--- src/hw/rtl/brsl_pkg.sv ---
// ----------------------------------------------------------------------------
// brsl_pkg
// Shared types, constants and tables of the reverse string lookup block.
// ----------------------------------------------------------------------------
package brsl_pkg;

	localparam int MODULUS    = 65521;
	localparam int MAX_LEN    = 128;
	localparam int NUM_HASHES = 5;

	// hash values live below 2^HASH_W; reduction folds the high half with
	// FOLD_K = 2^HASH_W - MODULUS, so MODULUS sits just under 2^HASH_W
	localparam int HASH_W = 16;
	localparam int FOLD_K = (1 << HASH_W) - MODULUS;

	localparam int BANK_W      = (NUM_HASHES > 1) ? $clog2(NUM_HASHES) : 1;
	localparam int BLOOM_DEPTH = NUM_HASHES << HASH_W;
	localparam int BLOOM_AW    = $clog2(BLOOM_DEPTH);
	localparam int BUF_AW      = (MAX_LEN > 1) ? $clog2(MAX_LEN) : 1;
	localparam int CNT_W       = $clog2(MAX_LEN + 1);

	typedef logic [1:0]        opcode_t;
	typedef logic [2:0]        status_t;
	typedef logic [HASH_W-1:0] hash_t;
	typedef logic [BANK_W-1:0] bank_t;
	typedef logic [1:0]        kind_t;

	localparam opcode_t OP_INSERT = 2'd0;
	localparam opcode_t OP_QUERY  = 2'd1;
	localparam opcode_t OP_CLEAR  = 2'd2;
	localparam opcode_t OP_NONE   = 2'd3;

	localparam status_t ST_INSERTED   = 3'd0;
	localparam status_t ST_PRESENT    = 3'd1;
	localparam status_t ST_ABSENT     = 3'd2;
	localparam status_t ST_PALINDROME = 3'd3;
	localparam status_t ST_TOO_LONG   = 3'd4;
	localparam status_t ST_CLEARED    = 3'd5;

	// modmul operation kinds
	localparam kind_t K_FWD = 2'd0;
	localparam kind_t K_POW = 2'd1;
	localparam kind_t K_REV = 2'd2;

	typedef struct packed {
		bank_t bank;
		kind_t kind;
	} mm_tag_t;

	typedef struct packed {
		logic    valid;
		hash_t   a;
		hash_t   b;
		hash_t   addend;
		mm_tag_t tag;
	} mm_req_t;

	typedef struct packed {
		logic    valid;
		hash_t   value;
		mm_tag_t tag;
	} mm_rsp_t;

	function automatic hash_t bank_prime(bank_t bank);
		hash_t p;
		case (bank)
			BANK_W'(0): p = hash_t'(3);
			BANK_W'(1): p = hash_t'(11);
			BANK_W'(2): p = hash_t'(31);
			BANK_W'(3): p = hash_t'(101);
			BANK_W'(4): p = hash_t'(113);
			default:    p = hash_t'(3);
		endcase
		return p;
	endfunction

	// A-Z -> 26..51, a-z -> 0..25, others wrap modulo MODULUS
	function automatic hash_t letter_value(logic [7:0] c);
		hash_t v;
		if (c <= 8'd90) begin
			if (c >= 8'd39)
				v = hash_t'(c - 8'd39);
			else
				v = hash_t'(MODULUS) - hash_t'(8'd39 - c);
		end else begin
			if (c >= 8'd97)
				v = hash_t'(c - 8'd97);
			else
				v = hash_t'(MODULUS) - hash_t'(8'd97 - c);
		end
		return v;
	endfunction

endpackage

--- src/hw/rtl/brsl_modmul.sv ---
// ----------------------------------------------------------------------------
// brsl_modmul
// Shared modular multiply-add: (a * b + addend) mod MODULUS; product registered, then folded.
// ----------------------------------------------------------------------------
module brsl_modmul (
	input  logic              clk,
	input  logic              arst_n,
	input  brsl_pkg::mm_req_t req,
	output brsl_pkg::mm_rsp_t rsp
);
	import brsl_pkg::*;

	logic                  vld_s1;
	logic [2*HASH_W-1:0]   prod_s1;
	hash_t                 add_s1;
	mm_tag_t               tag_s1;

	logic [2*HASH_W-1:0]   sum;
	logic [HASH_W+3:0]     fold1;
	logic [HASH_W:0]       fold2;

	always_ff @(posedge clk or negedge arst_n) begin
		if (!arst_n)
			vld_s1 <= 1'b0;
		else
			vld_s1 <= req.valid;
	end

	always_ff @(posedge clk) begin
		if (req.valid) begin
			prod_s1 <= req.a * req.b;
			add_s1  <= req.addend;
			tag_s1  <= req.tag;
		end
	end

	// product + addend stays below 2^32; two folds leave less than 2*MODULUS
	always_comb begin
		sum   = prod_s1 + (2*HASH_W)'(add_s1);
		fold1 = (HASH_W+4)'(sum[2*HASH_W-1:HASH_W] * FOLD_K)
			+ (HASH_W+4)'(sum[HASH_W-1:0]);
		fold2 = (HASH_W+1)'(fold1[HASH_W+3:HASH_W] * FOLD_K)
			+ (HASH_W+1)'(fold1[HASH_W-1:0]);
		rsp.valid = vld_s1;
		rsp.tag   = tag_s1;
		if (fold2 >= (HASH_W+1)'(MODULUS))
			rsp.value = HASH_W'(fold2 - (HASH_W+1)'(MODULUS));
		else
			rsp.value = HASH_W'(fold2);
	end
endmodule

--- config.mk ---
export PLATFORM = sky130hd
export DESIGN_NAME = brsl_modmul
export DESIGN_NICKNAME = d
export VERILOG_FILES = /design/src/hw/rtl/brsl_pkg.sv /design/src/hw/rtl/brsl_modmul.sv
export SDC_FILE = /design/constraint.sdc
export NUM_CORES = 1
export LEC_CHECK = 0
export BUFFER_PORTS_ARGS = -buffer_cell sky130_fd_sc_hd__buf_2
export CAP_MARGIN = 20
export CORE_MARGIN = 4
export CORE_UTILIZATION = 52
export CTS_CLUSTER_SIZE = 40
export DETAILED_ROUTE_END_ITERATION = 8
export PLACE_DENSITY = 0.7
export SLEW_MARGIN = 20
export SYNTH_ARGS = -nofsm -noshare
export SYNTH_HDL_FRONTEND = slang
export SYNTH_SLANG_ARGS = --single-unit
--- constraint.sdc ---
create_clock -name clk -period 17.7 [get_ports clk]
set_clock_uncertainty 0.05 [all_clocks]
set_input_delay 0.885 -clock clk [delete_from_list [all_inputs] [get_ports clk]]
set_output_delay 0.885 -clock clk [all_outputs]
set_load 0.01 [all_outputs]
### Word level (Yosys, flattened, before mapping)

Index checks and enable logic that the tools add are counted.

| word-level totals | value |
|---|---|
| bits in registers | 54 |
| word-level logic and storage cells | 14 |

| operators by class | value |
|---|---|
| add/sub/neg operators | 4 |
| $mul | 3 |
| $lt $le $gt $ge | 1 |
| muxes and demuxes | 1 |

Operators with widths:

| operator | count |
|---|---|
| $add A32 B16 Y32 | 1 |
| $mul A16 B16 Y32 | 1 |
| $add A20 B16 Y20 | 1 |
| $mul A16 B4 Y20 const B | 1 |
| $add A8 B16 Y17 | 1 |
| $ge A17 B16 Y1 const B | 1 |
| $mux W16 | 1 |
| $sub A16 B16 Y16 const B | 1 |
| $mul A4 B4 Y8 const B | 1 |

### Longest topological paths before layout

| logic depth | value |
|---|---|
| word-level depth | 7 |
| mapped depth | 44 |
| gate-level depth less buffers | 42 |

### Worst setup path before layout

No wires, ideal clock.

| path | value |
|---|---|
| path type | reg-to-output |
| start | reg prod_s1[1] |
| end | out rsp[7] (netlist bit) |
| data arrival time | 10.051 ns |
| data required time | 16.765 ns |
| slack | 6.714 ns |
| stages on the path, launching flop included | 38 |
| path through | edfxtp_1 -> ha_1 -> a211oi_1 -> o211ai_1 -> a311oi_1 -> o31a_1 -> a31o_2 -> nor3b_1 -> xor2_1 -> xnor2_1 -> xnor2_1 -> ha_1 -> xnor2_1 -> fa_1 -> inv_1 -> ha_1 -> o31ai_1 -> nor4_1 -> [2 not listed] -> a21oi_1 -> o41ai_1 -> xnor2_1 -> ha_1 -> fa_1 -> inv_1 -> fa_1 -> inv_1 -> ha_1 -> nor2b_1 -> o211a_1 -> or4b_1 -> o311ai_1 -> and4_1 -> and2_1 -> nand4_1 -> a311o_1 -> a311oi_1 |

RTL lines:

| element | line | source |
|---|---|---|
| start: declaration | brsl_modmul.sv:14 | `logic [2*HASH_W-1:0] prod_s1;` |
| start signal: assignment | brsl_modmul.sv:31 | `prod_s1 <= req.a * req.b;` |
| end: declaration | brsl_modmul.sv:9 | `output brsl_pkg::mm_rsp_t rsp` |

==> metrics.csv <==
stage,metric,value,unit
status,status,completed,
clocking,clock_sinks,54,
yosys,ys_seq_area_share,11.3,%
yosys,synth_most_common_cell,inv_1,
route,wl_per_cell,16.0,um
placement,routabilityCongestion,0.871,
sta,tightest_slew,818,ps
yosys,synth_nets,2039,
placement,dpl.hpwl,26.0,mm
clocking,cts_max_level,2,
grt,grt_use_met3,1.94,%
route,ant_nets,0,
clocking,cts_made_buffers,5,
die,fp.dieH,174,um
yosys,post-synth-top-area-cell,fa_1,
route,via_per_inst,5.51,
critical_path,cp_data_arrival_time,11570,ps
die,io_pins,78,
sta,slew_viol_final,0,
grt,grt_pass1_vias,10951,
critical_path,cp.required,16770,ps
run,drv_cap,0,
sta,fin_crit_sh,70.7,%
critical_path,end_kind,output pin,
grt,grt_max_degree,55,
yosys,yosysTopAreaCellShare,32.2,%
grt,grt_util_met1,30.0,%
clocking,hold_buffers,0,
critical_path,path_class,reg2out,
placement,placedCellCount,1952,
cells_and_area,diodes,0,
die,core-area,27000,um2
die,fp-row-count,60,
yosys,syn_inst,1575,
sta,setup_tns,0,ps
sta,finalHoldViolations,0,
cells_and_area,multi_input_area,11400,um2
route,drt_iter0_drc,648,
critical_path,startpoint_type,register,
yosys,synth_edf_count,53,
clocking,cts_tree,done,
cells_and_area,fill_cells,2437,
yosys,syn_area,14400,um2
yosys,async_reset_ff_share,1.85,%
die,die_area,30300,um2
critical_path,crit_path_max_incr_delay,540,ps
critical_path,cp_max_fo,9,
grt,met2_usage,35.0,%
sta,setup_viol,0,
worst_hold_path,hp-class,in2async,
grt,antenna_found_initial,0,
sta,rsz0062_at_grt,no,
sta,slew_headroom,45.1,%
cells_and_area,drive_gt1_share,6.18,%
yosys,synth_ff_type,edfxtp_1,
critical_path,crit_slowest_cell,fa_1,
grt,top_usage_layer,met2,
cells_and_area,layout.nets,2082,
yosys,synth_common_cells,"inv_1 (303), fa_1 (231), nand2_1 (194), ha_1 (177), and2_1 (96)",
die,fp.dieW,174,um
clocking,clkSlewWorstSetupHoldPaths,70,ps
yosys,synth-seq-cells,54,
grt,grtUsageTotal,21.0,%
clocking,cts_root_buf,clkbuf_16,
clocking,post_cts_resize_count,0,
grt,overflow,0,
cells_and_area,final_util,56.1,%
cells_and_area,area_delta_synth_final,5.56,%
sta,period_needed,12510,ps
placement,place_ws,5530,ps
route,dr.pass1.iters,5,
sta,max_freq,80.0,MHz
grt,grt_pass1_wl,53.3,mm
placement,io_buffers,77,
yosys,synth.distinct_cells,71,
cells_and_area,final_cells,1960,
die,initial_core_util,53.1,%
yosys,avgSynthCellArea,9.11,um2
cells_and_area,regArea,1620,um2
route,vias,10806,
route,drc_errors,0,
route,wl,31.4,mm
clocking,clockBufferDepth,2,
clocking,cts_setup_buffers,0,
yosys,yosysWarnings,0,
yosys,synth_area_leaders,"fa_1 (32%), ha_1 (15%), edfxtp_1 (11%)",
sta,worst_slack,5190,ps
==> kinds of logic (layout without fill, tap and decap cells) <==
kind of cell             after synthesis  after routing  share of synthesized area [%]
AND/OR/NAND/NOR                      461            461                           15.7
adder cells (fa/ha/maj)              412            412                           47.9
buffers and inverters                345            389                           9.08
AO/OA/AOI/OAI                        198            198                           9.57
XOR/XNOR                             102            102                           6.22
flip-flops                            54             54                           11.3
multiplexers                           3              3                          0.218
==> layout by cell type (no fill, tap or decap), types with 20 or more instances in the layout <==
master,count
inv_1,303
fa_1,231
nand2_1,194
ha_1,177
and2_1,96
buf_2,77
xnor2_1,60
nor2_1,56
a21oi_1,55
edfxtp_1,53
xor2_1,42
o21ai_0,28
a21o_1,20
==> area by class of cell <==
class	count	area share, %
Multi-Input combinational cell	1176	75.5
Sequential cell	54	10.7
Inverter	303	7.51
Tap cell	341	2.82
Timing Repair Buffer	78	2.59
Clock buffer	5	0.826
Clock inverter	3	0.132
==> sequential cells by signal (all words and copies together) (netlist names) <==
| register | flops |
|---|---|
| rsp | 5 |
| add_s1 | 16 |
| prod_s1 | 32 |
| vld_s1 | 1 |
==> path summary, 6_finish.rpt <==
path	start	to	slack [ps]	cells after the start
max in group asynchronous	arst_n	vld_s1	17220	1
min in group clk	req[12]	add_s1[7]	710	1
min	arst_n	vld_s1	300	1
max	prod_s1[0]	rsp[7]	5190	42
==> metal layers <==
layer  up-vias  wire [um]  share of wire [%]
met1      5351      14400                 46
met3        46       1470                4.7
met4         0        665                2.1
li1       5130          -                  -
met2       279      14900                 47
met5         -          0                  0
==> through the flow <==
step | area, um2 | hold WS, ps
CTS | 15200 | 288
global route | 15200 | 286
floorplan | 14400 | 539
detailed placement | 15000 | 613
finish | 15200 | 297
global placement | 15000 | 609
==> worst max-delay path: cells and delay by family, from the launching register on <==
kind / cells / cell delay, ps
AO/OA/AOI/OAI: 11 / 2660
AND/OR/NAND/NOR: 11 / 2540
buffers and inverters: 6 / 500
adder cells (fa/ha/maj): 10 / 4020
XOR/XNOR: 4 / 1160
flip-flops: 1 / 380
Power is left out: the tool's default activity adds up to more than one toggle a clock period on the data nets, which glitch-free logic cannot reach.
